### src/hw/rtl/ffha_pkg.sv
// ----------------------------------------------------------------------------
// ffha_pkg
// Shared types and constants of the first-fit heap allocator: defaults,
// register indexes, controller states and the command and status bundles.
// ----------------------------------------------------------------------------
package ffha_pkg;

   localparam int unsigned HEAP_BYTES_DEF    = 65536;
   localparam int unsigned GRANULE_BYTES_DEF = 32;
   localparam int unsigned HEADER_BYTES_DEF  = 32;

   localparam int unsigned REQ_W      = 17;
   localparam int unsigned ADDR_W     = 32;
   localparam int unsigned THR_W      = 17;
   localparam int unsigned CSR_DATA_W = 32;
   localparam int unsigned REQ_DATA_W = 56;

   localparam logic [THR_W-1:0]  SPLIT_THRESHOLD_RST = 17'd64;
   localparam logic [ADDR_W-1:0] HEAP_BASE_RST       = 32'd0;

   typedef enum logic {
      ACT_ALLOC = 1'b0,
      ACT_FREE  = 1'b1
   } action_type;

   typedef enum logic {
      RSP_DONE = 1'b0,
      RSP_OOM  = 1'b1
   } rsp_status_type;

   typedef enum logic {
      CSR_SPLIT_THRESHOLD = 1'b0,
      CSR_HEAP_BASE       = 1'b1
   } csr_index_type;

   typedef enum logic [3:0] {
      ST_IDLE,
      ST_MUL,
      ST_NEED,
      ST_WALK_RD,
      ST_WALK_CHK,
      ST_SPLIT,
      ST_NEXT_RD,
      ST_NEXT_CHK,
      ST_FREE_WR,
      ST_DONE
   } state_type;

   typedef enum logic [2:0] {
      WR_NONE,
      WR_USE_CUR,
      WR_SPLIT_CUR,
      WR_SPLIT_NEW,
      WR_APPEND,
      WR_FREE
   } wr_op_type;

   typedef enum logic [2:0] {
      RES_KEEP,
      RES_ZERO,
      RES_OOM,
      RES_CUR,
      RES_TOP
   } res_sel_type;

   typedef struct packed {
      logic        capture;
      logic        calc_mul;
      logic        calc_need;
      logic        rd_cur;
      logic        rd_next;
      logic        advance;
      logic        hold_next;
      logic        merge_next;
      wr_op_type   wr_op;
      res_sel_type res_sel;
      logic        load_out;
   } cmd_type;

   typedef struct packed {
      logic is_free;
      logic at_top;
      logic full;
      logic fit;
      logic split_ok;
      logic hit;
      logic hit_used;
      logic next_exists;
      logic out_free;
   } dp_status_type;

endpackage

### src/hw/rtl/ffha_ctrl.sv
// ----------------------------------------------------------------------------
// ffha_ctrl
// Sequencer of the allocator: size rounding, block walk, split, append and
// free with merge, then hand-off of the item to the output register.
// ----------------------------------------------------------------------------
module ffha_ctrl (
   input  logic                  clock,
   input  logic                  reset,
   input  logic                  req_valid,
   output logic                  req_ready,
   input  ffha_pkg::dp_status_type status,
   output ffha_pkg::cmd_type       cmd
);

   ffha_pkg::state_type state_ff;
   ffha_pkg::state_type state_in;

   always_ff @(posedge clock) begin
      if (reset) begin
         state_ff <= ffha_pkg::ST_IDLE;
      end else begin
         state_ff <= state_in;
      end
   end

   always_comb begin
      state_in  = state_ff;
      cmd       = '0;
      req_ready = 1'b0;
      unique case (state_ff)
         ffha_pkg::ST_IDLE: begin
            req_ready = 1'b1;
            if (req_valid) begin
               cmd.capture = 1'b1;
               state_in    = ffha_pkg::ST_MUL;
            end
         end
         ffha_pkg::ST_MUL: begin
            if (status.is_free) begin
               state_in = ffha_pkg::ST_WALK_RD;
            end else begin
               cmd.calc_mul = 1'b1;
               state_in     = ffha_pkg::ST_NEED;
            end
         end
         ffha_pkg::ST_NEED: begin
            cmd.calc_need = 1'b1;
            state_in      = ffha_pkg::ST_WALK_RD;
         end
         ffha_pkg::ST_WALK_RD: begin
            if (status.at_top) begin
               state_in = ffha_pkg::ST_DONE;
               if (status.is_free) begin
                  cmd.res_sel = ffha_pkg::RES_ZERO;
               end else if (status.full) begin
                  cmd.res_sel = ffha_pkg::RES_OOM;
               end else begin
                  cmd.wr_op   = ffha_pkg::WR_APPEND;
                  cmd.res_sel = ffha_pkg::RES_TOP;
               end
            end else begin
               cmd.rd_cur = 1'b1;
               state_in   = ffha_pkg::ST_WALK_CHK;
            end
         end
         ffha_pkg::ST_WALK_CHK: begin
            if (status.is_free) begin
               if (!status.hit) begin
                  cmd.advance = 1'b1;
                  state_in    = ffha_pkg::ST_WALK_RD;
               end else if (status.hit_used) begin
                  cmd.hold_next = 1'b1;
                  state_in      = ffha_pkg::ST_NEXT_RD;
               end else begin
                  cmd.res_sel = ffha_pkg::RES_ZERO;
                  state_in    = ffha_pkg::ST_DONE;
               end
            end else if (!status.fit) begin
               cmd.advance = 1'b1;
               state_in    = ffha_pkg::ST_WALK_RD;
            end else if (status.split_ok) begin
               cmd.wr_op   = ffha_pkg::WR_SPLIT_CUR;
               cmd.res_sel = ffha_pkg::RES_CUR;
               state_in    = ffha_pkg::ST_SPLIT;
            end else begin
               cmd.wr_op   = ffha_pkg::WR_USE_CUR;
               cmd.res_sel = ffha_pkg::RES_CUR;
               state_in    = ffha_pkg::ST_DONE;
            end
         end
         ffha_pkg::ST_SPLIT: begin
            cmd.wr_op = ffha_pkg::WR_SPLIT_NEW;
            state_in  = ffha_pkg::ST_DONE;
         end
         ffha_pkg::ST_NEXT_RD: begin
            if (status.next_exists) begin
               cmd.rd_next = 1'b1;
               state_in    = ffha_pkg::ST_NEXT_CHK;
            end else begin
               state_in = ffha_pkg::ST_FREE_WR;
            end
         end
         ffha_pkg::ST_NEXT_CHK: begin
            cmd.merge_next = 1'b1;
            state_in       = ffha_pkg::ST_FREE_WR;
         end
         ffha_pkg::ST_FREE_WR: begin
            cmd.wr_op   = ffha_pkg::WR_FREE;
            cmd.res_sel = ffha_pkg::RES_ZERO;
            state_in    = ffha_pkg::ST_DONE;
         end
         ffha_pkg::ST_DONE: begin
            if (status.out_free) begin
               cmd.load_out = 1'b1;
               state_in     = ffha_pkg::ST_IDLE;
            end
         end
         default: begin
            state_in = ffha_pkg::ST_IDLE;
         end
      endcase
   end

   // a block read is always followed by its walk check
   a_chk_after_rd: assert property (@(posedge clock) disable iff (reset)
      cmd.rd_cur |=> state_ff == ffha_pkg::ST_WALK_CHK)
      else $error("walk check does not follow a block read");

   // an item in flight is never dropped back to idle without a result load
   a_idle_via_load: assert property (@(posedge clock) disable iff (reset)
      (state_ff != ffha_pkg::ST_IDLE) && !cmd.load_out |=> state_ff != ffha_pkg::ST_IDLE)
      else $error("item left without a result");

endmodule

### config.mk
export PLATFORM = sky130hd
export DESIGN_NAME = ffha_ctrl
export DESIGN_NICKNAME = d
export VERILOG_FILES = /design/src/hw/rtl/ffha_pkg.sv /design/src/hw/rtl/ffha_ctrl.sv
export SDC_FILE = /design/constraint.sdc
export NUM_CORES = 1
export LEC_CHECK = 0
export BUFFER_PORTS_ARGS = -buffer_cell sky130_fd_sc_hd__buf_2
export CORE_MARGIN = 2
export CORE_UTILIZATION = 30
export CTS_BUF_LIST = sky130_fd_sc_hd__clkbuf_2 sky130_fd_sc_hd__clkbuf_4 sky130_fd_sc_hd__clkbuf_8
export CTS_CLUSTER_SIZE = 14
export DETAILED_ROUTE_END_ITERATION = 12
export PLACE_DENSITY = 0.68
export SLEW_MARGIN = 20
export SYNTH_ARGS = -nofsm -noshare
export SYNTH_HDL_FRONTEND = slang
export SYNTH_SLANG_ARGS = --single-unit
### constraint.sdc
create_clock -name clock -period 4.17 [get_ports clock]
set_input_delay 0.834 -clock clock [delete_from_list [all_inputs] [get_ports clock]]
set_output_delay 0.834 -clock clock [all_outputs]
set_load 0.005 [all_outputs]
# Word level (Yosys, flattened, before mapping)

Cells that the tools add are included.

Input bits: 12
Logic and storage cells: 59
Output and inout bits: 16
Register bits after elaboration: 4

Eq/ne operators: 11
Reductions and logical operators: 3
Mux-type cells: 44

Operator list:

| kind               | count |
|---|---|
| $mux 4             | 9 |
| $pmux 4 s9         | 1 |
| $mux 1             | 22 |
| $eq 4x3->1 const B | 4 |
| $mux 3             | 5 |
| $pmux 3 s4         | 1 |
| $mux 5             | 2 |
| $pmux 3 s3         | 1 |
| $eq 4x2->1 const B | 2 |
| $eq 4x4->1 const B | 2 |
| $mux 6             | 1 |
| $eq 4x1->1 const B | 1 |
| $logic_not 4->1    | 1 |
| $mux 2             | 2 |
| $ne 2x2->1 const B | 2 |
| $reduce_and 2->1   | 1 |
| $reduce_or 2->1    | 1 |

# Longest topological paths before layout

Depth after elaboration: 4
Gate-level depth with buffers: 5
Mapped depth without buffers: 4

# Least setup slack after synthesis

Ideal clock, no wire load.

Kind: input to output
From: input port status[8] in the netlist's numbering
To: output port cmd[4] in the netlist's numbering
Cell stages on the path: 5
Arrival time: 1564 ps
Required time: 3336 ps
Slack: 1772 ps
Path buffers: 1
Path through: buf_2 > nor2b_1 > a21oi_1 > o32a_1 > inv_1

RTL lines:

| element         | line            | source |
|---|---|---|
| start, declared | ffha_ctrl.sv:11 | `input ffha_pkg::dp_status_type status,` |
| end, declared   | ffha_ctrl.sv:12 | `output ffha_pkg::cmd_type cmd` |

==> flow_summary.json <==
{
  "worstSetupStartpoint": "status[8]",
  "grt_pass1_wl_microns": 2359,
  "clock-sinks": 4,
  "place_congestion": 0.8658,
  "syn_area_sq_um": 553.0,
  "post_cts_buffers": 0,
  "hold_viol": 0,
  "dr.max_layer_used": "met3",
  "synth_area_leader_cell": "dfxtp_1",
  "intPower_uw": 103.5,
  "worstPathArrival_ps": 1740,
  "grt_max_degree": 18,
  "fin_crit_ps": 2575,
  "cts_tree": "yes",
  "routedWlPerCell_microns": 11.51,
  "antenna_found_initial": 0,
  "die_w_microns": 46.94,
  "num-nets-final": 122,
  "layout_commonest_cell": "buf_2",
  "pwr-share-clk_pct": 28.4,
  "tightest_slew_ps": 549.7,
  "start_kind": "input port",
  "p_leak_nw": 0.3430,
  "largest_register": "state_ff",
  "clkTransAtPathRegs_ps": 30,
  "track_usage_pct": 15.16,
  "swShare_pct": 37.04,
  "largest_reg_flops": 4,
  "dp_hpwl_microns": 1201,
  "path_buf_inv": 3,
  "power_uw": 164.4,
  "fin_crit_sh_pct": 61.74,
  "wl_met2_microns": 703,
  "io_buffers": 27,
  "avgViaCountPerCell": 5.030,
  "setup_viol": 0,
  "wl_met1_microns": 735,
  "slowest_delay_ps": 320,
  "num_vias": 669,
  "diodes": 0,
  "syn_inst": 84,
  "hold_start": "state_ff[0]",
  "rsz0062_at_grt": "false",
  "slew_violations": 0,
  "drt_wl_total_microns": 1531,
  "area_growth_pct": 27.60,
  "ir_drop_uv": 116.8,
  "crit_fanout": 9,
  "hp-class": "reg -> reg",
  "status": "finished clean",
  "synth_edf_count": 0,
  "final.setup_skew_ps": 4.917,
  "holdBufCountCts": 0,
  "synth.avg_cell_area_sq_um": 6.584,
  "crit_slowest_cell": "o32a_1",
  "drtIter0Drc": 8,
  "place_area_sq_um": 683.2,
  "critPathRequiredTime_ps": 3340,
  "max-cap-violations": 0,
  "cts_buffers": 3,
  "min_to": "state_ff[1]",
  "comb_power_share_pct": 39.2,
  "syn_nets": 96,
  "synthDistinctLibCells": 31,
  "worstSetupPathType": "in -> out",
  "synthTopCellsByArea": "dfxtp_1, nor3_1, a21oi_1",
  "met3WireLength_microns": 92,
  "switchingPower_uw": 60.88,
  "placementRows": 15,
  "drtPass1Iterations": 4,
  "ys_ff_latch": 4,
  "async_reset_ff_share_pct": 0,
  "r2r_slack_ps": 2640,
  "die-area_sq_um": 2203,
  "seqPwrFrac_pct": 32.4,
  "ctsLongestPathBuffers": 2,
  "fp.dieH_microns": 46.94,
  "cp_common_cell": "buf_2",
  "drive_gt1_share_pct": 31.48,
  "worstSkewPairLatency_ps": 230,
  "whs_path_depth": 2,
  "grt-ovfl-total": 0,
  "relSlewSlack_pct": 63.31,
  "drc": 0,
  "initial_core_util_pct": 32.03,
  "ant_nets": 0,
  "cp_cell_sequence": "buf_2 > nor2b_1 > a21oi_1 > o32a_1 > inv_1 > buf_2",
  "core-area_sq_um": 1727,
  "finalInstanceArea_sq_um": 705.7,
  "layout_common_cells": "buf_2, nor3_1, nor2_1, inv_1",
  "end_kind": "output port",
  "h-tree-depth": 1,
  "ys_warn_count": 0,
  "top_regs": "state_ff: 4 flops",
  "io_pins": 28,
  "r2r-end": "state_ff[3]",
  "finish.utilization_pct": 40.87,
  "ys_seq_area_share_pct": 14.48,
  "synth.top_cell.area_share_pct": 14.48,
  "fmax_mhz": 388.4,
  "p_per_area_nw_per_um2": 232.9,
  "grt_pass1_vias": 568,
  "dominantRegCellSynth": "dfxtp_1",
  "post_cts_resize_count": 0,
  "reg2reg_depth": 3,
  "cts_root_buffer": "clkbuf_4",
  "fillers": 205,
  "worstReg2RegStart": "state_ff[2]",
  "fin_tns_setup_ps": 0,
  "cp_top_family": "compound AO/OA/AOI/OAI gates"
}
-- tightest hold or removal path, delay by kind of cell, from the launching register on --
| family | cells | cell delay [ps] |
|---|---|---|
| flip-flops | 1 | 420 |
| AO/OA/AOI/OAI | 2 | 280 |
-- cells in the mapped netlist, types with 2 or more instances --
cell / instances
or2_2: 2
nor4_2: 2
o22ai_1: 2
a21oi_1: 6
nor4_1: 2
o21ai_0: 2
nor3_1: 9
nor2b_1: 4
o21a_1: 2
a211o_1: 2
buf_2: 5
o32a_1: 2
a21boi_0: 2
and3_1: 2
nor2_1: 7
dfxtp_1: 4
inv_1: 7
nand2_1: 6
nand2b_1: 4
-- layout make-up --
cell class	count	area, sq um	area share, %
multi-input cells	67	410.4	58.16
repair buffers	27	135.1	19.15
flip-flops and latches	4	80.08	11.35
well taps	25	31.28	4.433
inverters	7	26.28	3.723
clock buffers	3	22.52	3.191
-- through the flow --
step	hold WS, ps	setup WS [ps]	cells
finish	731.7	1595	133
global route	808.7	1383	133
CTS	727.1	1593	133
detailed placement	719.7	1596	130
global placement	726.2	1626	130
floorplan	624.2	1772	84
-- routing by layer --
| layer | global-route usage (%) | vias to the layer above |
|---|---|---|
| met5 | 0 | - |
| met4 | 3.889 | 0 |
| met3 | 4.615 | 0 |
| met2 | 26.85 | 19 |
| met1 | 17.70 | 293 |
| li1 | - | 357 |
-- power by group through the flow --
stage / registers (mW) / logic [mW] / clock network [mW]
after global placement: 0.0535 / 0.0644 / 0
after global routing: 0.0551 / 0.0729 / 0.0516
after detailed placement: 0.0533 / 0.0648 / 0
final: 0.0533 / 0.0644 / 0.0466
after CTS: 0.0527 / 0.0651 / 0.0503
after floorplan: 0.0447 / 0.0553 / 0
-- how the worst max path moves through the flow --
stage	endpoint	slack [ps]	cells after the start
2_1_floorplan	cmd[4]	1770	5
3_3_place_gp	cmd[4]	1630	6
3_5_place_dp	cmd[4]	1600	6
4_1_cts	cmd[4]	1590	6
5_1_grt	cmd[2]	1380	5
6_report	cmd[4]	1600	6
-- kinds of logic (layout without fill, tap and decap cells) --
group | after synthesis | in the layout | share of synthesized area (%)
flops | 4 | 4 | 14.48
compound gates | 24 | 24 | 30.77
buf+inv | 13 | 37 | 11.31
simple gates | 43 | 43 | 43.44
(Power assumes the default switching activity.)
